### config.mk
export PLATFORM = sky130hd
export DESIGN_NAME = pulse_interval_speed_ramp
export DESIGN_NICKNAME = d
export VERILOG_FILES = /design/src/hw/rtl/psr_pkg.sv /design/src/hw/rtl/psr_chan.sv /design/src/hw/rtl/pulse_interval_speed_ramp.sv
export SDC_FILE = /design/constraint.sdc
export NUM_CORES = 1
export LEC_CHECK = 0
export BUFFER_PORTS_ARGS = -buffer_cell sky130_fd_sc_hd__buf_4
export CORE_UTILIZATION = 55
export DETAILED_ROUTE_END_ITERATION = 16
export PLACE_DENSITY = 0.74
export SLEW_MARGIN = 10
export SYNTH_ARGS = -nofsm -noshare
export SYNTH_HDL_FRONTEND = slang
export SYNTH_SLANG_ARGS = --single-unit
export TNS_END_PERCENT = 100
### constraint.sdc
create_clock -name clock -period 13.95 [get_ports clock]
set_input_delay 1.395 -clock clock [delete_from_list [all_inputs] [get_ports clock]]
set_output_delay 1.395 -clock clock [all_outputs]
set_load 0.01 [all_outputs]
### src/hw/rtl/psr_pkg.sv
// Types and constants shared by the pulse interval speed ramp block.
`default_nettype none

package psr_pkg;

   // Widths fixed by the register map and the result fields.
   localparam int CFG_BITS   = 12;
   localparam int SPEED_BITS = 10;
   localparam int CSR_IDX_BITS = 3;
   localparam int RSP_BITS   = 24;

   localparam logic [SPEED_BITS-1:0] SPEED_MAX = SPEED_BITS'(1023);

   // Register indexes on the configuration port.
   localparam logic [CSR_IDX_BITS-1:0] CSR_THRESHOLD_LEFT  = 3'd0;
   localparam logic [CSR_IDX_BITS-1:0] CSR_THRESHOLD_RIGHT = 3'd1;
   localparam logic [CSR_IDX_BITS-1:0] CSR_MIN_INTERVAL    = 3'd2;
   localparam logic [CSR_IDX_BITS-1:0] CSR_MAX_INTERVAL    = 3'd3;
   localparam logic [CSR_IDX_BITS-1:0] CSR_TIMEOUT_TICKS   = 3'd4;
   localparam logic [CSR_IDX_BITS-1:0] CSR_SPEED_LIMIT     = 3'd5;

   // Register values after reset.
   localparam logic [CFG_BITS-1:0]   THRESHOLD_RESET = 12'd3351;
   localparam logic [CFG_BITS-1:0]   MIN_INTERVAL_RESET = 12'd50;
   localparam logic [CFG_BITS-1:0]   MAX_INTERVAL_RESET = 12'd200;
   localparam logic [CFG_BITS-1:0]   TIMEOUT_RESET = 12'd2000;
   localparam logic [SPEED_BITS-1:0] SPEED_LIMIT_RESET = 10'd500;

   // Ramp direction of one channel.
   typedef enum logic [1:0] {
      RAMP_NONE = 2'd0,
      RAMP_UP   = 2'd1,
      RAMP_DOWN = 2'd2
   } ramp_type;

   // Interval and speed settings common to both channels.
   typedef struct packed {
      logic [CFG_BITS-1:0]   min_interval;
      logic [CFG_BITS-1:0]   max_interval;
      logic [CFG_BITS-1:0]   timeout_ticks;
      logic [SPEED_BITS-1:0] speed_limit;
   } cfg_type;

   // What one channel shows after its latest tick.
   typedef struct packed {
      logic                  accel;
      logic                  level;
      logic [SPEED_BITS-1:0] speed;
   } chan_out_type;

endpackage

`default_nettype wire

### src/hw/rtl/psr_chan.sv
// One channel: level detection, interval classification and speed ramp.
`default_nettype none

module psr_chan #(
   parameter int SAMPLE_BITS = 12,
   parameter int COUNT_BITS  = 12
) (
   input  wire logic                    clock,
   input  wire logic                    reset,
   input  wire logic                    step,
   input  wire logic [SAMPLE_BITS-1:0]  sample,
   input  wire logic [psr_pkg::CFG_BITS-1:0] threshold,
   input  wire psr_pkg::cfg_type        cfg,
   output psr_pkg::chan_out_type        status
);
   import psr_pkg::*;

   localparam int SW = (SAMPLE_BITS > CFG_BITS) ? SAMPLE_BITS : CFG_BITS;
   localparam int CW = (COUNT_BITS > CFG_BITS) ? COUNT_BITS : CFG_BITS;
   localparam logic [COUNT_BITS-1:0] CMAX   = {COUNT_BITS{1'b1}};
   localparam logic [CW-1:0]         CMAX_X = CW'(CMAX);

   // Channel state; the level, drive and flag registers also form the result.
   logic                  prev_level_ff, prev_level_in;
   logic [COUNT_BITS-1:0] ticks_ff, ticks_in;
   ramp_type              ramp_ff, ramp_in;
   logic [SPEED_BITS-1:0] drive_ff, drive_in;
   logic                  band_ff, band_in;

   logic                  level;
   logic                  rise;
   logic [COUNT_BITS-1:0] n_inc;
   logic [CW-1:0]         n;
   logic [CW-1:0]         min_x, max_x, to_x;

   assign min_x = CW'(cfg.min_interval);
   assign max_x = CW'(cfg.max_interval);
   assign to_x  = CW'(cfg.timeout_ticks);

   // Next state for one tick.
   always_comb begin
      level = (SW'(sample) >= SW'(threshold));
      rise  = level & ~prev_level_ff;
      n_inc = (ticks_ff != CMAX) ? ticks_ff + 1'b1 : ticks_ff;
      n     = CW'(n_inc);
      ramp_in = ramp_ff;
      band_in = band_ff;

      // Classify the interval on a rising edge of the level.
      if (rise) begin
         if (n >= min_x && n <= max_x) begin
            ramp_in = RAMP_UP;
            band_in = 1'b1;
            n       = '0;
         end else if (n > max_x && n <= to_x) begin
            ramp_in = RAMP_DOWN;
            band_in = 1'b0;
            n       = '0;
         end else if (n > to_x) begin
            n = '0;
         end
      end

      // A count at the timeout saturates and turns the ramp down.
      if (n >= to_x) begin
         n       = (to_x > CMAX_X) ? CMAX_X : to_x;
         ramp_in = RAMP_DOWN;
      end
      ticks_in = n[COUNT_BITS-1:0];

      // Limit and floor of the drive.
      if (drive_ff >= cfg.speed_limit) begin
         ramp_in = RAMP_DOWN;
      end
      if (drive_ff == '0 && ramp_in == RAMP_DOWN) begin
         ramp_in = RAMP_NONE;
      end

      // Move the drive one step in the ramp direction.
      drive_in = drive_ff;
      case (ramp_in)
         RAMP_UP: begin
            if (drive_ff != SPEED_MAX) begin
               drive_in = drive_ff + 1'b1;
            end
         end
         RAMP_DOWN: begin
            drive_in = drive_ff - 1'b1;
         end
         default: begin
            drive_in = drive_ff;
         end
      endcase

      prev_level_in = level;
   end

   // State update, once per tick.
   always_ff @(posedge clock) begin
      if (reset) begin
         prev_level_ff <= 1'b0;
         ticks_ff      <= '0;
         ramp_ff       <= RAMP_NONE;
         drive_ff      <= '0;
         band_ff       <= 1'b0;
      end else if (step) begin
         prev_level_ff <= prev_level_in;
         ticks_ff      <= ticks_in;
         ramp_ff       <= ramp_in;
         drive_ff      <= drive_in;
         band_ff       <= band_in;
      end
   end

   assign status.speed = drive_ff;
   assign status.level = prev_level_ff;
   assign status.accel = band_ff;

endmodule

`default_nettype wire

### src/hw/rtl/pulse_interval_speed_ramp.sv
// Top level of the two-channel pulse interval speed ramp.
//
// Each transfer on the req_ channel is one tick carrying a left and a right sample;
// each tick produces exactly one result on the rsp_ channel with both drive speeds,
// the thresholded levels and the in-band flags after that tick. The block takes one
// tick per clock cycle unless the result is stalled. From request to result a tick
// passes through the input register, then through the per-channel update into the
// channel state, which also serves as the result register. The per-channel state
// update (increment, interval compares, drive step) is the loop through the channel
// state that sets this rate. Configuration writes are always ready and take effect on
// the next tick; they are meant to be issued while no tick is in flight.
`default_nettype none

module pulse_interval_speed_ramp #(
   parameter int SAMPLE_BITS = 12,
   parameter int COUNT_BITS  = 12
) (
   input  wire logic clock,
   input  wire logic reset,
   // Tick input; req_tdata: sample_left, sample_right, zero padding.
   input  wire logic                                 req_tvalid,
   output logic                                      req_tready,
   input  wire logic [((2*SAMPLE_BITS+7)/8)*8-1:0]   req_tdata,
   // Result output; rsp_tdata: speed_left, speed_right, level_left, level_right,
   // accel_left, accel_right.
   output logic                                      rsp_tvalid,
   input  wire logic                                 rsp_tready,
   output logic [psr_pkg::RSP_BITS-1:0]              rsp_tdata,
   // Register writes.
   input  wire logic                                 csr_valid,
   output logic                                      csr_ready,
   input  wire logic [psr_pkg::CSR_IDX_BITS-1:0]     csr_index,
   input  wire logic [psr_pkg::CFG_BITS-1:0]         csr_data
);
   import psr_pkg::*;

   // Configuration registers.
   logic [CFG_BITS-1:0] thr_left_ff, thr_left_in;
   logic [CFG_BITS-1:0] thr_right_ff, thr_right_in;
   cfg_type             cfg_ff, cfg_in;

   // Pipeline control and input register.
   logic                   in_valid_ff, in_valid_in;
   logic                   out_valid_ff, out_valid_in;
   logic [SAMPLE_BITS-1:0] sample_left_ff, sample_right_ff;
   logic                   advance;
   logic                   step;
   logic                   req_xfer;

   chan_out_type           st_left, st_right;

   assign csr_ready = 1'b1;

   // Register write decode; indexes past the map are ignored.
   always_comb begin
      thr_left_in  = thr_left_ff;
      thr_right_in = thr_right_ff;
      cfg_in       = cfg_ff;
      if (csr_valid) begin
         case (csr_index)
            CSR_THRESHOLD_LEFT:  thr_left_in  = csr_data;
            CSR_THRESHOLD_RIGHT: thr_right_in = csr_data;
            CSR_MIN_INTERVAL:    cfg_in.min_interval  = csr_data;
            CSR_MAX_INTERVAL:    cfg_in.max_interval  = csr_data;
            CSR_TIMEOUT_TICKS:   cfg_in.timeout_ticks = csr_data;
            CSR_SPEED_LIMIT:     cfg_in.speed_limit   = csr_data[SPEED_BITS-1:0];
            default: begin
               cfg_in = cfg_ff;
            end
         endcase
      end
   end

   always_ff @(posedge clock) begin
      if (reset) begin
         thr_left_ff          <= THRESHOLD_RESET;
         thr_right_ff         <= THRESHOLD_RESET;
         cfg_ff.min_interval  <= MIN_INTERVAL_RESET;
         cfg_ff.max_interval  <= MAX_INTERVAL_RESET;
         cfg_ff.timeout_ticks <= TIMEOUT_RESET;
         cfg_ff.speed_limit   <= SPEED_LIMIT_RESET;
      end else begin
         thr_left_ff  <= thr_left_in;
         thr_right_ff <= thr_right_in;
         cfg_ff       <= cfg_in;
      end
   end

   // Handshake: the state moves when a tick waits in the input register and the result slot is free or being taken.
   assign advance    = ~out_valid_ff | rsp_tready;
   assign step       = in_valid_ff & advance;
   assign req_tready = ~in_valid_ff | advance;
   assign req_xfer   = req_tvalid & req_tready;

   always_comb begin
      in_valid_in  = req_xfer | (in_valid_ff & ~step);
      out_valid_in = step | (out_valid_ff & ~rsp_tready);
   end

   always_ff @(posedge clock) begin
      if (reset) begin
         in_valid_ff  <= 1'b0;
         out_valid_ff <= 1'b0;
      end else begin
         in_valid_ff  <= in_valid_in;
         out_valid_ff <= out_valid_in;
      end
   end

   // Input register for the samples of an accepted transfer.
   always_ff @(posedge clock) begin
      if (req_xfer) begin
         sample_left_ff  <= req_tdata[SAMPLE_BITS-1:0];
         sample_right_ff <= req_tdata[2*SAMPLE_BITS-1:SAMPLE_BITS];
      end
   end

   psr_chan #(
      .SAMPLE_BITS(SAMPLE_BITS),
      .COUNT_BITS (COUNT_BITS)
   ) u_chan_left (
      .clock    (clock),
      .reset    (reset),
      .step     (step),
      .sample   (sample_left_ff),
      .threshold(thr_left_ff),
      .cfg      (cfg_ff),
      .status   (st_left)
   );

   psr_chan #(
      .SAMPLE_BITS(SAMPLE_BITS),
      .COUNT_BITS (COUNT_BITS)
   ) u_chan_right (
      .clock    (clock),
      .reset    (reset),
      .step     (step),
      .sample   (sample_right_ff),
      .threshold(thr_right_ff),
      .cfg      (cfg_ff),
      .status   (st_right)
   );

   // Result packing, lowest field first.
   assign rsp_tvalid = out_valid_ff;
   assign rsp_tdata  = {st_right.accel, st_left.accel, st_right.level, st_left.level,
                        st_right.speed, st_left.speed};

endmodule

`default_nettype wire

==> impl_summary.log, run 1 <==
INFO  metric cts_tree = yes
INFO  metric setup_violations = 0
INFO  metric crit-reg2reg-capture = u_chan_left.drive_ff[9]
INFO  metric synth_top_cells_by_count = sky130_fd_sc_hd__nand2_1, sky130_fd_sc_hd__ha_1, sky130_fd_sc_hd__dfxtp_1, sky130_fd_sc_hd__a21oi_1, sky130_fd_sc_hd__inv_1
INFO  metric final_area = approximately 11,000 µm²
INFO  metric final_layout_size_suffix_gt1_share = 9.76%
INFO  metric maxClockFrequency = 0.113 GHz
INFO  metric layout_worst_path_cycle_share = 63.3%
INFO  metric fin_skew = a little under 0.02 ns
INFO  metric num-nets-final = 1,472
INFO  metric timing.critical_path.slowest_cell_delay = 0.54 ns
INFO  metric worst_path_most_repeated_cell = sky130_fd_sc_hd__a21oi_1
INFO  metric yosys.cell_count.top_type = sky130_fd_sc_hd__nand2_1
INFO  metric setup.worst_path.class = flip-flop to flip-flop
INFO  metric number_of_antenna_violations_at_the_first_check_in_global_routing = 0
INFO  metric drt-total-wl = 26,600 µm
INFO  metric timing.critical_path.arrival = 9.14 ns
INFO  metric fp-row-count = 49
INFO  metric ctsLongestPathBuffers = 2
INFO  metric die_area = 19,000 µm²
INFO  metric yosys-top-cells-area = sky130_fd_sc_hd__dfxtp_1, sky130_fd_sc_hd__ha_1, sky130_fd_sc_hd__edfxtp_1
INFO  metric cap_violations = 0
INFO  metric drt_pass1_iterations = 5
INFO  metric worst_setup_path_endpoint = u_chan_left.drive_ff[9]
INFO  metric die_width = 138 µm
INFO  metric hold_path_class = flip-flop to flip-flop
INFO  metric track_usage = 28.3%
INFO  metric cts-root-buf = sky130_fd_sc_hd__clkbuf_16
INFO  metric clkLatencyLatePin = 0.43 ns
INFO  metric final_setup_tns = 0 ns
INFO  metric fin_worst_hold_slack = about 0.45 ns
INFO  metric rr_startpoint = u_chan_left.ticks_ff[0]
INFO  metric synth_seq_cells = 148
INFO  metric die-height = between 100 and 150 µm
INFO  metric initial_core_util = 56.4%
INFO  metric postCtsSetupBuffers = 0
INFO  metric first_global_vias = 8,503
INFO  metric ant_nets = 0
INFO  metric critical_path.startpoint = u_chan_left.ticks_ff[0]
INFO  metric fin_util = 63.3%
INFO  metric detailed_place_hpwl = 19,600 µm
INFO  metric cts_buffers = 17
INFO  metric period_needed = 8.83 ns
INFO  metric p_per_area = 97.0 nW/µm²
INFO  metric critPathMaxFanout = 15
INFO  metric drt-wirelength-per-cell = roughly 18 µm
INFO  metric coreArea = 18,000 µm²
INFO  metric number_of_port_buffers = 69
INFO  metric area_growth_syn_to_layout = 12.1%
INFO  metric clock_slew_at_the_register_clock_pins_of_the_worst_setup_and_hold_paths = 0.07 ns
INFO  metric end_kind = flip-flop
INFO  metric r2r.worst_path.cells = 37
INFO  metric vdd_drop_max = 0.0000876 V
INFO  metric static-leakage-power = 0.00523 µW
INFO  metric grt_overflow_total = 0
INFO  metric yosys.area.top_type_share = between 20% and 30%
INFO  metric post-synth-top-area-cell = sky130_fd_sc_hd__dfxtp_1
INFO  metric post_drt_via_cell_ratio = 5.95
INFO  metric cp_num_cells = 37
INFO  metric syn-cell-area = about 10,000 µm²
INFO  metric synth-adder-area-share = between 10% and 20%
INFO  metric total_via_count_after_detailed_routing = 8,977
INFO  metric critical_path.n_buffers_inverters = 3
INFO  metric synthesis.yosys.warnings = 0
INFO  metric worst_pin_slew = 1.19 ns
INFO  metric h-tree-depth = 4
INFO  metric yosys-mux-area-fraction = 2.19%
INFO  metric synth.distinct_cells = between 60 and 70
INFO  metric timing.critical_path.max_delay_family = compound AO/OA/AOI/OAI gates
INFO  metric timing.critical_path.required = 14.26 ns
INFO  metric clock-sinks = 148
INFO  metric worst_setup_path_start_kind = flip-flop
INFO  metric cp_slowest_cell = sky130_fd_sc_hd__nor3_1
INFO  metric slew_viol_final = 0
INFO  metric globalplace.congestion = 0.906
INFO  metric max_slew_margin = between 20% and 30%
INFO  metric part_of_the_yosys_area_used_for_sequential_elements = 31.5%
INFO  metric post_cts_resized = 0
INFO  metric design.portCount = 71
INFO  metric setup.reg_to_reg.worst_slack = between 5 and 6 ns
INFO  metric antennaDiodeCount = 0
INFO  metric ys_dominant_reg_cell = sky130_fd_sc_hd__dfxtp_1
INFO  metric synth_compound_gate_area_share = 19.6%
INFO  metric grt_setup_unrepaired = no
INFO  metric synth-simple-area-share = 18.8%
INFO  metric post-route-drc-count = 0
INFO  metric postSynthCellCount = roughly 1,200
INFO  metric synth_edf_count = 24
INFO  metric synth_top_family_by_area = adder cells
INFO  metric hold_buffers = 0
INFO  metric asyncSetResetFlopFracSynth = 0%
INFO  metric grt_start_max_net_pins = approximately 80
INFO  metric grt_first_pass_wirelength = 43,400 µm
INFO  metric net_count_of_the_mapped_netlist = 1,428
INFO  metric drt_iter0_drc = 608
INFO  metric avgSynthCellArea = 8.31 µm²
INFO  metric yosys.area_share.xor_xnor = 2.32%
INFO  metric hold_viol = 0
INFO  metric placed_area = 10,800 µm²
INFO  metric run_status = completed
==> cell families after synthesis <==
group | after synthesis
AOI/OAI and AO/OA | 310
xor gates and xnor gates | 27
adders and majority gates | 160
buffers and inverters | 149
DFF | 148
muxes | 22
other | 1
and+or+nand+nor | 407
==> worst min-delay path: stages (launching register included) <==
cell	delay, ns
sky130_fd_sc_hd__dfxtp_1	0.31
sky130_fd_sc_hd__nand2_1	0.05
sky130_fd_sc_hd__a21oi_1	0.05
==> area by class of cell <==
type	count	area (µm²)
multi-input combinational	927	6390
inverter	98	368
tap	229	287
clock inverter	11	114
sequential	148	3200
clock buffer	21	472
timing repair buffer	76	571
fill	1587	6620
==> metal layers <==
| layer | vias to the layer above | part of all wire, % | global-route usage [%] |
|---|---|---|---|
| met2 | 301 | 46 | 46.1 |
| met1 | 4162 | 46 | 38.1 |
| met3 | 39 | 6.2 | 4.61 |
| li1 | 4475 | - | - |
| met4 | 0 | 2.0 | 9.60 |
| met5 | - | 0 | 0 |
==> metrics by stage <==
stage | std cells | total power [µW] | worst slack, ns
5_1_grt | 1510 | 1150 | 4.56
3_3_place_gp | 1478 | 648 | 5.27
6_report | 1510 | 1110 | 5.12
3_5_place_dp | 1478 | 653 | 5.27
2_1_floorplan | 1224 | 595 | 6.69
4_1_cts | 1510 | 1110 | 5.23
==> how the worst min path moves through the flow <==
stage / start / endpoint / slack, ns / cells past startpoint
after floorplan: cfg_ff[1] / cfg_ff[1] / 0.44 / 2
after global placement: cfg_ff[36] / cfg_ff[36] / 0.44 / 2
after detailed placement: thr_right_ff[7] / thr_right_ff[7] / 0.45 / 2
after CTS: cfg_ff[43] / cfg_ff[43] / 0.46 / 2
after global routing: cfg_ff[44] / cfg_ff[44] / 0.47 / 2
final: cfg_ff[36] / cfg_ff[36] / 0.45 / 2
==> sequential cells by signal (all words and copies together), names as in the netlist <==
name and flops:
thr_left_ff 12, u_chan_right.drive_ff 10, u_chan_left.prev_level_ff 1, u_chan_left.drive_ff 10, u_chan_left.ticks_ff 12, u_chan_right.band_ff 1, u_chan_left.ramp_ff 2, u_chan_right.prev_level_ff 1
rsp_tvalid 1, sample_right_ff 12, in_valid_ff 1, u_chan_left.band_ff 1, u_chan_right.ramp_ff 2, u_chan_right.ticks_ff 12, thr_right_ff 12, sample_left_ff 12
cfg_ff 46
==> layout by cell type (no fill, tap or decap), drive strengths merged, types with 5 or more instances in the layout <==
| master | synthesis | layout |
|---|---|---|
| and2 | 7 | 7 |
| o31a | 6 | 6 |
| nand2 | 161 | 161 |
| or3 | 5 | 5 |
| nor4 | 7 | 7 |
| nor2 | 82 | 82 |
| xor2 | 11 | 11 |
| nand4 | 28 | 28 |
| a221oi | 9 | 9 |
| mux2i | 20 | 20 |
| a31oi | 5 | 5 |
| nor2b | 27 | 27 |
| a211oi | 16 | 16 |
| o21ai | 57 | 57 |
| a21o | 26 | 26 |
| a21oi | 114 | 114 |
| nor3 | 37 | 37 |
| xnor2 | 16 | 16 |
| buf | 11 | 76 |
| clkbuf | 40 | 21 |
| nand3 | 23 | 23 |
| inv | 98 | 103 |
| or2 | 7 | 7 |
| o21a | 6 | 6 |
| o211ai | 35 | 35 |
| ha | 158 | 158 |
| o41ai | 11 | 11 |
| dfxtp | 124 | 124 |
| nand2b | 9 | 9 |
| and3 | 8 | 8 |
| edfxtp | 24 | 24 |
==> where the power goes <==
part           switching (µW)  internal [µW]  total, µW  leakage [µW]
clock network             194            265        459      0.000282
logic                     113           71.5        185       0.00371
registers                13.1            450        463       0.00124
total                     320            787       1110       0.00523
(Power assumes the default switching activity.)
==> run 2: changes to the inputs <==
clock period = 8.6 ns   (was 13.95 ns; I/O delays follow)
==> impl_summary.log, run 2 (synthesis results as in run 1) <==
INFO  metric drt_pass1_iterations = 5 (unchanged)
INFO  metric post-route-drc-count = 0 (unchanged)
INFO  metric fillers = 1,597 (+0.63%)
INFO  metric static-leakage-power = 0.00532 µW (+1.6%)
INFO  metric h-tree-depth = 4 (unchanged)
INFO  metric design.portCount = 71 (unchanged)
INFO  metric final_cell_mix = sky130_fd_sc_hd__nand2_1, sky130_fd_sc_hd__ha_1, sky130_fd_sc_hd__dfxtp_1
INFO  metric run_status = completed
INFO  metric mostFrequentLayoutCell = sky130_fd_sc_hd__nand2_1
INFO  metric setup.worst_path.class = flip-flop to flip-flop
INFO  metric cts-root-buf = sky130_fd_sc_hd__clkbuf_16
INFO  metric track_usage = 28.5% (+0.17 points)
INFO  metric die_width = 138 µm (unchanged)
INFO  metric final_setup_tns = 0 ns (unchanged)
INFO  metric grt_start_max_net_pins = 79 (unchanged)
INFO  metric dp.cells = 1,487 (+0.61%)
INFO  metric detailed_place_hpwl = 19,900 µm (+1.7%)
INFO  metric post_drt_via_cell_ratio = 6.02 (+1.3%)
INFO  metric area_growth_syn_to_layout = 13.5%
INFO  metric registers.top_by_ff_count = cfg_ff
INFO  metric fin_worst_hold_slack = 0.456 ns (+0.00102 ns)
INFO  metric worst_pin_slew = 1.04 ns (-0.150 ns)
INFO  metric cap_violations = 0 (unchanged)
INFO  metric slew_viol_final = 0 (unchanged)
INFO  metric die-height = 138 µm (unchanged)
INFO  metric ant_nets = 0 (unchanged)
INFO  metric final_layout_size_suffix_gt1_share = 11.0% (+1.2 points)
INFO  metric post_layout_nonfiller_instances = 1,520 (+0.66%)
INFO  metric num-nets-final = 1,482 (+0.68%)
INFO  metric end_kind = flip-flop
INFO  metric initial_core_util = 56.4% (unchanged)
INFO  metric number_of_antenna_violations_at_the_first_check_in_global_routing = 0 (unchanged)
INFO  metric p_per_area = 158 nW/µm² (+63%)
INFO  metric max_slew_margin = 30.1% (+9.9 points)
INFO  metric cts_buffers = 17 (unchanged)
INFO  metric coreArea = 18,000 µm² (unchanged)
INFO  metric total_power = 1820 µW (+65%)
INFO  metric grt_setup_unrepaired = no
INFO  metric largest_register_ff_count = 46 (unchanged)
INFO  metric drt-total-wl = 26,900 µm (+1.5%)
INFO  metric worst_setup_path_start_kind = flip-flop
INFO  metric layout_worst_path_cycle_share = 93.3% (+30 points)
INFO  metric timing.critical_path.required = 8.93 ns (-5.33 ns)
INFO  metric clkLatencyLatePin = 0.44 ns (about the same)
INFO  metric die_area = 19,000 µm² (unchanged)
INFO  metric grt_first_pass_wirelength = 43,500 µm (+0.19%)
INFO  metric cp_slowest_cell = sky130_fd_sc_hd__dfxtp_1
INFO  metric vdd_drop_max = 0.000140 V (+59%)
INFO  metric first_global_vias = 8,725 (+2.6%)
INFO  metric number_of_port_buffers = 69 (unchanged)
INFO  metric hold_path_class = flip-flop to flip-flop
INFO  metric drt-wirelength-per-cell = 17.7 µm (+0.82%)
INFO  metric timing.critical_path.slowest_cell_delay = 0.44 ns (-0.10 ns)
INFO  metric fin_skew = 0.0126 ns (-0.00721 ns)
INFO  metric setup_violations = 0 (unchanged)
INFO  metric drt_iter0_drc = 589 (-3.1%)
INFO  metric maxClockFrequency = 0.125 GHz (+10%)
INFO  metric antennaDiodeCount = 0 (unchanged)
INFO  metric total_via_count_after_detailed_routing = 9,153 (+2.0%)
INFO  metric grt_overflow_total = 0 (unchanged)
INFO  metric globalplace.congestion = 0.920 (+1.6%)
INFO  metric hold_buffers = 0 (unchanged)
INFO  metric timing.critical_path.arrival = 8.35 ns (-0.79 ns)
INFO  metric period_needed = 8.02 ns (-0.802 ns)
INFO  metric hold_viol = 0 (unchanged)
INFO  metric critPathMaxFanout = 14 (-1)
INFO  metric clock_slew_at_the_register_clock_pins_of_the_worst_setup_and_hold_paths = 0.07 ns (about the same)
INFO  metric clock-sinks = 148 (unchanged)
INFO  metric fp-row-count = 49 (unchanged)
INFO  metric ctsLongestPathBuffers = 2 (unchanged)
INFO  metric cts_tree = yes
==> run 2: cell count changes in the layout (fill, tap and decap cells not counted), moves of 2 or more <==
cell,change
sky130_fd_sc_hd__a21oi_1,-2
sky130_fd_sc_hd__a21oi_2,+2
sky130_fd_sc_hd__buf_4,+10
sky130_fd_sc_hd__clkbuf_1,-2
sky130_fd_sc_hd__clkinv_1,+2
==> run 2: final cells by class <==
class / instances / area [µm²] / share of cell area (%)
Tap cell: 229 / 287 / 2.48
Timing Repair Buffer: 86 / 646 / 5.59
Sequential cell: 148 / 3200 / 27.7
Inverter: 98 / 368 / 3.18
Clock inverter: 15 / 174 / 1.51
Clock buffer: 17 / 425 / 3.68
Multi-Input combinational cell: 927 / 6450 / 55.8
==> run 2: final timing paths <==
kind	startpoint	cells after the start	slack, ns	endpoint
worst max-delay path	u_chan_left.ticks_ff[0]	36	0.58	u_chan_left.drive_ff[9]
worst min register to register	cfg_ff[32]	2	0.46	cfg_ff[32]
worst min-delay path	cfg_ff[32]	2	0.46	cfg_ff[32]
worst max register to register	u_chan_left.ticks_ff[0]	36	0.58	u_chan_left.drive_ff[9]
==> run 2: where the power goes <==
part | leakage (µW) | switching (µW) | internal (µW)
Combinational | 0.00379 | 187 | 122
Clock | 0.000286 | 325 | 435
Sequential | 0.00124 | 21.6 | 730
==> run 2: metrics by stage <==
stage,utilization (%),setup WS (ns),instance area [µm²]
floorplan,-,1.34,10200
global placement,60.4,0.226,10900
detailed placement,60.4,0.160,10900
CTS,63.7,0.149,11500
global route,64.1,0.0111,11600
finish,64.1,0.577,11600
==> run 2: critical path: cells and delay by family, from the launching register on <==
family,cells,cell delay (ns)
and+or+nand+nor,9,1.43
buffers and inverters,2,0.36
xor gates and xnor gates,1,0.22
muxes,2,0.58
adders and majority gates,4,1.14
AOI/OAI and AO/OA,18,3.75
DFF,1,0.44
==> run 2: repair_timing <==
item	in CTS	in global routing
gates resized for setup	0	9
endpoints found under the setup margin	0	3
buffers inserted	0	1
==> run 2: per-layer routing <==
layer,routed length (µm),track usage (%),vias up
li1,-,-,4497
met1,12000,35.9,4301
met2,12400,47.1,302
met3,1740,6.62,53
met4,829,11.2,0
met5,0,0,-
